[src/hdl/fiws_div.sv]
// Restoring divider: one quotient bit per cycle, DVD_W quotient bits per division.
module fiws_div #(
	parameter int unsigned DVD_W = 32,
	parameter int unsigned DVS_W = 9
) (
	input  logic             clk,
	input  logic             arst_n,
	input  logic             start,
	input  logic [DVD_W-1:0] dividend,
	input  logic [DVS_W-1:0] divisor,
	output logic             busy,
	output logic [DVD_W-1:0] quotient
);

	localparam int unsigned CNT_W = $clog2(DVD_W + 1);

	logic [DVS_W-1:0] rem_q;
	logic [DVD_W-1:0] quo_q;
	logic [DVS_W-1:0] dvs_q;
	logic [CNT_W-1:0] cnt_q;
	logic             busy_q;

	logic [DVS_W:0]   shifted;
	logic [DVS_W:0]   diff;
	logic             fits;

	// One step: bring down the next dividend bit and try the subtraction.
	always_comb begin
		shifted = {rem_q, quo_q[DVD_W-1]};
		diff = shifted - {1'b0, dvs_q};
		fits = (shifted >= {1'b0, dvs_q});
	end

	// Control state of the iteration.
	always_ff @(posedge clk or negedge arst_n) begin
		if (!arst_n) begin
			busy_q <= 1'b0;
			cnt_q <= '0;
		end else if (start) begin
			busy_q <= 1'b1;
			cnt_q <= CNT_W'(DVD_W);
		end else if (busy_q) begin
			cnt_q <= cnt_q - 1'b1;
			if (cnt_q == CNT_W'(1)) begin
				busy_q <= 1'b0;
			end
		end
	end

	// Partial remainder and quotient, shifted together.
	always_ff @(posedge clk) begin
		if (start) begin
			rem_q <= '0;
			quo_q <= dividend;
			dvs_q <= divisor;
		end else if (busy_q) begin
			rem_q <= fits ? diff[DVS_W-1:0] : shifted[DVS_W-1:0];
			quo_q <= {quo_q[DVD_W-2:0], fits};
		end
	end

	assign busy = busy_q;
	assign quotient = quo_q;

endmodule

[config.mk]
export PLATFORM = sky130hd
export DESIGN_NAME = fiws_div
export DESIGN_NICKNAME = d
export VERILOG_FILES = /design/src/hdl/fiws_div.sv
export SDC_FILE = /design/constraint.sdc
export NUM_CORES = 1
export LEC_CHECK = 0
export BUFFER_PORTS_ARGS = -buffer_cell sky130_fd_sc_hd__buf_2
export CAP_MARGIN = 20
export CORE_UTILIZATION = 30
export DETAILED_ROUTE_END_ITERATION = 12
export GPL_TIMING_DRIVEN = 0
export PLACE_DENSITY = 0.53
export SKIP_LAST_GASP = 1
export SYNTH_ARGS = -nofsm -noshare
export SYNTH_HDL_FRONTEND = slang
export SYNTH_SLANG_ARGS = --single-unit
[constraint.sdc]
create_clock -name clk -period 3.7 [get_ports clk]
set_clock_uncertainty 0.1 [all_clocks]
set_input_delay 0.37 -clock clk [delete_from_list [all_inputs] [get_ports clk]]
set_output_delay 0.37 -clock clk [all_outputs]
set_load 0.05 [all_outputs]
# Word-level counts from Yosys, hierarchy flattened
# Index checks and enable logic that the tools add are counted.
# totals
n_memories	0
mem_bits_rw	0
rom_bits	0
out_inout_bits	33
ff_bits	57
latchBits	0
# classes
div_mod_pow	0
n_eq_ne	1
shifts	0
n_mux	8
n_mul	0
n_bitwise	0
reduce_logical	1
n_lt_le_gt_ge	1
addsub	2
# ops
op	count
32-bit 2-to-1 mux	2
6-bit 2-to-1 mux	2
10-bit by 9-bit >= comparator with 1-bit output	1
9-bit 2-to-1 mux	1
9-bit subtractor	1
6-bit by 1-bit == test with 1-bit output (second input constant)	1
6-bit by 1-bit subtractor with 6-bit output (second input constant)	1
1-bit 2-to-1 mux	3
2-bit nonzero test	1

# Logic depth before layout (Yosys ltp)
# Gate-level depths: netlist (run 1).
# depth
word_depth	4
ltp_mapped	9
mapped_depth_nobuf	9

# Worst setup path after synthesis (run 1)
# Ideal clock, no wire load.
# synth_path
path_type	reg-to-reg
start	register quo_q[31] (netlist: quotient[31])
end	register quo_q[0] (netlist: quotient[0]) (data pin)
synth_period_minus_slack_ps	2724
arrival_time_ps	2364
stages_incl_launch_ff	9
n_path_buf	0
setup_time_ps	260
path_slack_ps	976
cell_sequence	edfxtp_1 inv_1 ha_1 inv_1 fa_1 a211oi_1 o21a_1 o211ai_4 mux2_2
# synth_via
elab_chain_cells	3
# synth_rtl
item	line_no	text
start: declaration	18	logic [DVD_W-1:0] quo_q;
start signal: assignment	54	quo_q <= dividend;
start signal: assignment	58	quo_q <= {quo_q[DVD_W-2:0], fits};
10-bit by 9-bit >= comparator with 1-bit output	31	fits = (shifted >= {1'b0, dvs_q});
32-bit 2-to-1 mux	56	end else if (busy_q) begin
32-bit 2-to-1 mux	52	if (start) begin
# No other way between the ends. The select of a mux whose other input is x is not followed.
# A chain may end at the register's enable or synchronous reset.

# Worst setup path after layout (run 1)
# Ends and elaborated chain as after synthesis.

==> results of run 1 <==
==> sequential cells by signal, indices dropped and copies added (netlist names) <==
signal / cells
cnt_q: 6
rem_q: 9
dvs_q: 9
quotient: 32
busy: 1
==> where the power goes <==
| group | switching, mW | internal [mW] |
|---|---|---|
| Sequential | 0.105 | 0.843 |
| Clock | 0.268 | 0.379 |
| Combinational | 0.640 | 0.398 |
| Total | 1.01 | 1.62 |
==> kinds of logic (layout without fill, tap and decap cells) <==
kind of cell             Yosys count  count (layout)  synth area share
multiplexers                      37              37             0.144
flip-flops                        57              57             0.559
XOR/XNOR                           9               9            0.0278
AND/OR/NAND/NOR                   46              46            0.0916
AO/OA/AOI/OAI                     33              33            0.0912
adder cells (fa/ha/maj)           12              12            0.0555
buffers and inverters             23             116            0.0308
==> how the worst max path moves through the flow <==
stage / slack [ns] / startpoint / cells past startpoint / end
final: 0.96 / quotient[31] / 8 / quotient[0]
after global routing: 0.68 / quotient[31] / 9 / rem_q[4]
after CTS: 0.89 / quotient[31] / 8 / quotient[0]
after detailed placement: 0.91 / quotient[31] / 8 / quotient[0]
after global placement: 0.91 / quotient[31] / 8 / quotient[0]
after floorplan: 0.98 / quotient[31] / 8 / quotient[0]
==> layer usage <==
metal / wire [um] / vias up / share of wire
li1: - / 991 / -
met1: 2740 / 931 / 0.46
met2: 2690 / 56 / 0.45
met3: 430 / 9 / 0.072
met4: 100 / 0 / 0.017
met5: 0 / - / 0
==> per-stage QoR <==
stage / setup slack [ns] / hold WS (ns) / instances / power [mW] / utilization
detailed placement: 0.909 / 0.116 / 404 / 2.00 / 0.365
global placement: 0.915 / 0.113 / 404 / 1.99 / 0.365
CTS: 0.894 / 0.0891 / 421 / 2.66 / 0.390
global route: 0.680 / 0.0898 / 421 / 2.80 / 0.390
floorplan: 0.976 / -0.0256 / 217 / 1.77 / -
finish: 0.956 / 0.107 / 421 / 2.63 / 0.390
==> layout by cell type, fill, tap and decap left out, types with 2 or more instances in the layout <==
| master | n |
|---|---|
| nand3_1 | 4 |
| a211oi_1 | 6 |
| nand2b_1 | 5 |
| a21oi_1 | 8 |
| a311oi_1 | 4 |
| clkbuf_1 | 5 |
| o211a_1 | 2 |
| buf_2 | 77 |
| dfxtp_1 | 9 |
| clkbuf_8 | 9 |
| xor2_1 | 5 |
| nor2_1 | 16 |
| nand2_1 | 8 |
| edfxtp_1 | 41 |
| bufinv_16 | 2 |
| mux2i_1 | 5 |
| buf_1 | 2 |
| dfrtp_1 | 7 |
| ha_1 | 11 |
| o211ai_1 | 3 |
| mux2_2 | 32 |
| inv_1 | 15 |
| nor4b_1 | 2 |
| xnor2_1 | 4 |
==> what timing repair did <==
action | in CTS | in global routing
setup endpoints to repair | 0 | 0
endpoints found under the hold margin | 7 | 0
hold buffers | 1 | 0
==> final cells by class <==
| cell class | instances | area share |
|---|---|---|
| Sequential cell | 57 | 0.442 |
| Clock inverter | 7 | 0.0262 |
| Clock buffer | 9 | 0.0345 |
| Tap cell | 111 | 0.0387 |
| Multi-Input combinational cell | 137 | 0.325 |
| Timing Repair Buffer | 77 | 0.109 |
| Buffer | 8 | 0.00872 |
| Inverter | 15 | 0.0157 |
==> summary.txt, run 1 <==
TritonCTS Sinks = 57
H-tree depth = 3
First-pass DRT Iterations = 4
Reg area = 0.00159 mm2
max cap viols = 0
placer congestion estimate = 0.744
Row Count = 35
Setup crit end kind = flip-flop
top cell type's share of synthesized area = 0.433
Yosys warning count = 0
CP Launch Type = flip-flop
CTS tree = yes
Area after DPL = 0.00336 mm2
CTS Buf Count = 9
Final Setup Violations = 0
min Tclk post-route = 2.74 ns
Mapped Area = 0.00284 mm2
critical path buffer and inverter count = 2
starting density of the core = 0.309
die footprint = 0.00986 mm2
vias = 1987
#FFs+latches synth = 57
met1 GRT Util = 0.159
Post-synth EDFFs = 41
fmax = 364 MHz
Peak VDD IR = 298 uV
Top FF cell, synth = edfxtp_1
initial antenna violation count = 0
Die W = 99.3 um
Worst-Skew Late Latency = 0.34 ns
Fillers = 921
Final Instance Area = 0.00359 mm2
clock-pin slew on the worst setup and hold paths = 0.07 ns
required time of the critical path = 3.69 ns
met2 usage = 0.206
crit-path max FO = 9
pwr dens = 734 mW/mm2
TNS Setup = 0 ns
Avg Cell Area, Syn = 13.1 um2
status = completed
Worst path most repeated cell = inv_1
Reg2Reg Setup Slack = 0.96 ns
sequential share of the synthesized area = 0.559
largest net degree at the start of global routing = 33
CP max stage delay = 0.43 ns
Area Overhead vs Synth = 26.3%
cell taking the most area after synthesis = edfxtp_1
Total GRT Usage = 0.131
commonest cells in the netlist = edfxtp_1 (41), mux2_2 (32), nor2_1 (16), inv_1 (15), ha_1 (11)
Rel. slew slack = 0.479
Hold Path Depth = 1
Hold Crit Class = primary input to flip-flop
library cells used by synthesis = 44
post-CTS setup buffers = 0
global-route wire length before repair = 9.85 mm
worst reg2reg path depth = 8
GR Overflow Total = 0
DPL Wire Length = 4.31 mm
Post-Syn Nets = 273
share of cells above drive strength 1 = 0.419
RSZ-0062 raised after global routing = false
drt wl/cell = 14.2 um
multi-input logic area = 0.00117 mm2
worst endpoint data arrival time = 2.73 ns
vias per inst = 4.72
most numerous cell in the Yosys netlist = edfxtp_1
CP delay by family, top = compound AO/OA/AOI/OAI gates
slowest cell on the critical path = a211oi_1
Iter 0 DRT Violations = 68
CP Class = flip-flop to flip-flop
Worst-Margin Slew = 0.781 ns
Root Driver = clkbuf_8
critical hold path startpoint = divisor[7]
Area contributors post-synth = edfxtp_1 (43%), mux2_2 (13%), dfxtp_1 (6.3%)
Synth Instances = 217
num ports = 77
total routed wirelength = 5.96 mm
CTS max path bufs = 2
Hold Path End = dvs_q[7]
Tcrit/Tclk final = 0.742
Residual DRC = 0
Final Max Tran Viols = 0
core area = 0.00920 mm2
Port Buf Inserts = 76
asr flop ratio synth = 0.123
final hold vios = 0
Most Crowded Layer GR = met2
cts repair resizes = 0
worst r2r dst = quotient[0]
Leakage = 1.51 nW
grt met3 use = 0.0478
Final #Nets = 361
r2r startpoint = quotient[31]
vias in the first global route = 2101
ant diodes = 0
CP cell instances = inv_1, ha_1, inv_1, fa_1, a211oi_1, o21a_1, o211ai_4, mux2_2
Final ANT Viol Nets = 0
die height = 99.3 um
No activity file was read; power rests on OpenSTA's default activity.
==> run 2, diff against run 1 <==
==> constraint.sdc (replaced) <==
create_clock -name clk -period 2.56 [get_ports clk]
set_clock_uncertainty 0.1 [all_clocks]
set_input_delay 0.256 -clock clk [delete_from_list [all_inputs] [get_ports clk]]
set_output_delay 0.256 -clock clk [all_outputs]
set_load 0.05 [all_outputs]
==> run 2 against run 1 <==
- first-iteration DRC count up 56%
- routed wire length down 0.86%
- count of clock-buffer cells in the layout stayed put
- sequential power grew 45%
- sequential cell count unchanged
- die area stayed put
- critical path type unchanged
==> summary.txt, run 2 (same netlist as run 1, synthesis figures left out) <==
status = completed
starting density of the core = 0.309
Final #Nets = 374
die height = 99.3 um
Worst-Margin Slew = 0.753 ns
max cap viols = 0
crit-path max FO = 9
fmax = 406 MHz
DPL Wire Length = 4.25 mm
TNS Setup = 0 ns
global-route wire length before repair = 9.69 mm
placer congestion estimate = 0.751
pwr dens = 1010 mW/mm2
Final ANT Viol Nets = 0
largest net degree at the start of global routing = 33
CP Launch Type = flip-flop
Hold Crit Class = primary input to flip-flop
Residual DRC = 0
max reg flops = 32
Die W = 99.3 um
Port Buf Inserts = 76
vias in the first global route = 1987
CTS tree = yes
die footprint = 0.00986 mm2
vias per inst = 4.76
CP Class = flip-flop to flip-flop
Area Overhead vs Synth = 29.8%
multi-input logic area = 0.00119 mm2
drt wl/cell = 13.6 um
Iter 0 DRT Violations = 106
Peak VDD IR = 422 uV
Final Max Tran Viols = 0
required time of the critical path = 2.54 ns
Final Setup Violations = 0
Rel. slew slack = 0.498
commonest non-fill, non-tap cell in the layout = buf_2
commonest cells after routing, fill and taps aside = buf_2 (77), edfxtp_1 (41), mux2_2 (32)
TritonCTS Sinks = 57
total routed wirelength = 5.91 mm
Fillers = 917
vias = 2066
Tot Pwr = 3.71 mW
Setup crit end kind = flip-flop
Row Count = 35
worst endpoint data arrival time = 2.45 ns
First-pass DRT Iterations = 4
clock-pin slew on the worst setup and hold paths = 0.08 ns
Reg area = 0.00159 mm2
core area = 0.00920 mm2
Leakage = 1.55 nW
share of cells above drive strength 1 = 0.427
Total GRT Usage = 0.128
Worst-Skew Late Latency = 0.34 ns
num ports = 77
H-tree depth = 3
initial antenna violation count = 0
ant diodes = 0
min Tclk post-route = 2.46 ns
final hold vios = 0
CTS max path bufs = 2
Root Driver = clkbuf_8
GR Overflow Total = 0
CTS Buf Count = 9
Tcrit/Tclk final = 0.962
run 2: cell count changes in the layout (fill, tap and decap cells not counted), sizes merged:
cell / change
buf: +4
bufinv: -2
clkinv: +1
clkinvlp: +1
dlygate4sd3: +9
run 2: repair_timing:
item / 4_1_cts / 5_1_grt
setup endpoints to repair: 0 / 9
setup buffers: 0 / 4
gates resized for setup: 0 / 4
hold buffers: 10 / 0
endpoints found under the hold margin: 16 / 0
run 2: stage by stage:
stage	instance area (um2)	std cells	hold WS, ns	setup slack [ns]	util
2_1_floorplan	2850	217	-0.140	0.0129	-
3_3_place_gp	3370	404	0.000441	0.0243	0.366
3_5_place_dp	3370	404	0.00107	0.0217	0.366
4_1_cts	3640	430	0.0981	0.00548	0.395
5_1_grt	3690	434	0.0951	-0.00891	0.401
6_report	3690	434	0.118	0.0966	0.401
run 2: final timing paths:
kind,from,to,slack (ns),cells after the start
setup / recovery,quotient[31],quotient[0],0.1,8
hold / removal,dividend[28],quotient[28],0.12,2
setup reg to reg,quotient[31],quotient[0],0.1,8
hold reg to reg,rem_q[2],rem_q[2],0.42,2
max in group asynchronous,arst_n,cnt_q[0],2.03,2
min in group asynchronous,arst_n,cnt_q[4],0.18,2
run 2: cell type report:
type,count,share of cell area
multi-input cells,137,0.324
clock inverters,7,0.0126
plain buffers,8,0.00848
inverters,15,0.0153
clock buffers,9,0.0336
repair buffers,90,0.138
flip-flops and latches,57,0.430
well taps,111,0.0377
run 2: worst max-delay path: stages, from the launching register on:
cell	delay, ns
edfxtp_1	0.42
inv_1	0.08
ha_1	0.17
inv_1	0.06
fa_2	0.37
a211oi_4	0.32
o21a_4	0.21
o211ai_4	0.17
mux2_2	0.32
run 2: metal layers:
layer	track usage	part of all wire	wire length, um
met1	0.164	0.45	2660
met2	0.193	0.46	2720
met3	0.0513	0.075	443
met4	0.0543	0.015	90
met5	0	0	0
run 2: power by group:
part           switching, mW  internal (mW)
Clock                  0.385          0.348
Sequential             0.151           1.22
Combinational          0.961          0.650
Total                   1.50           2.22
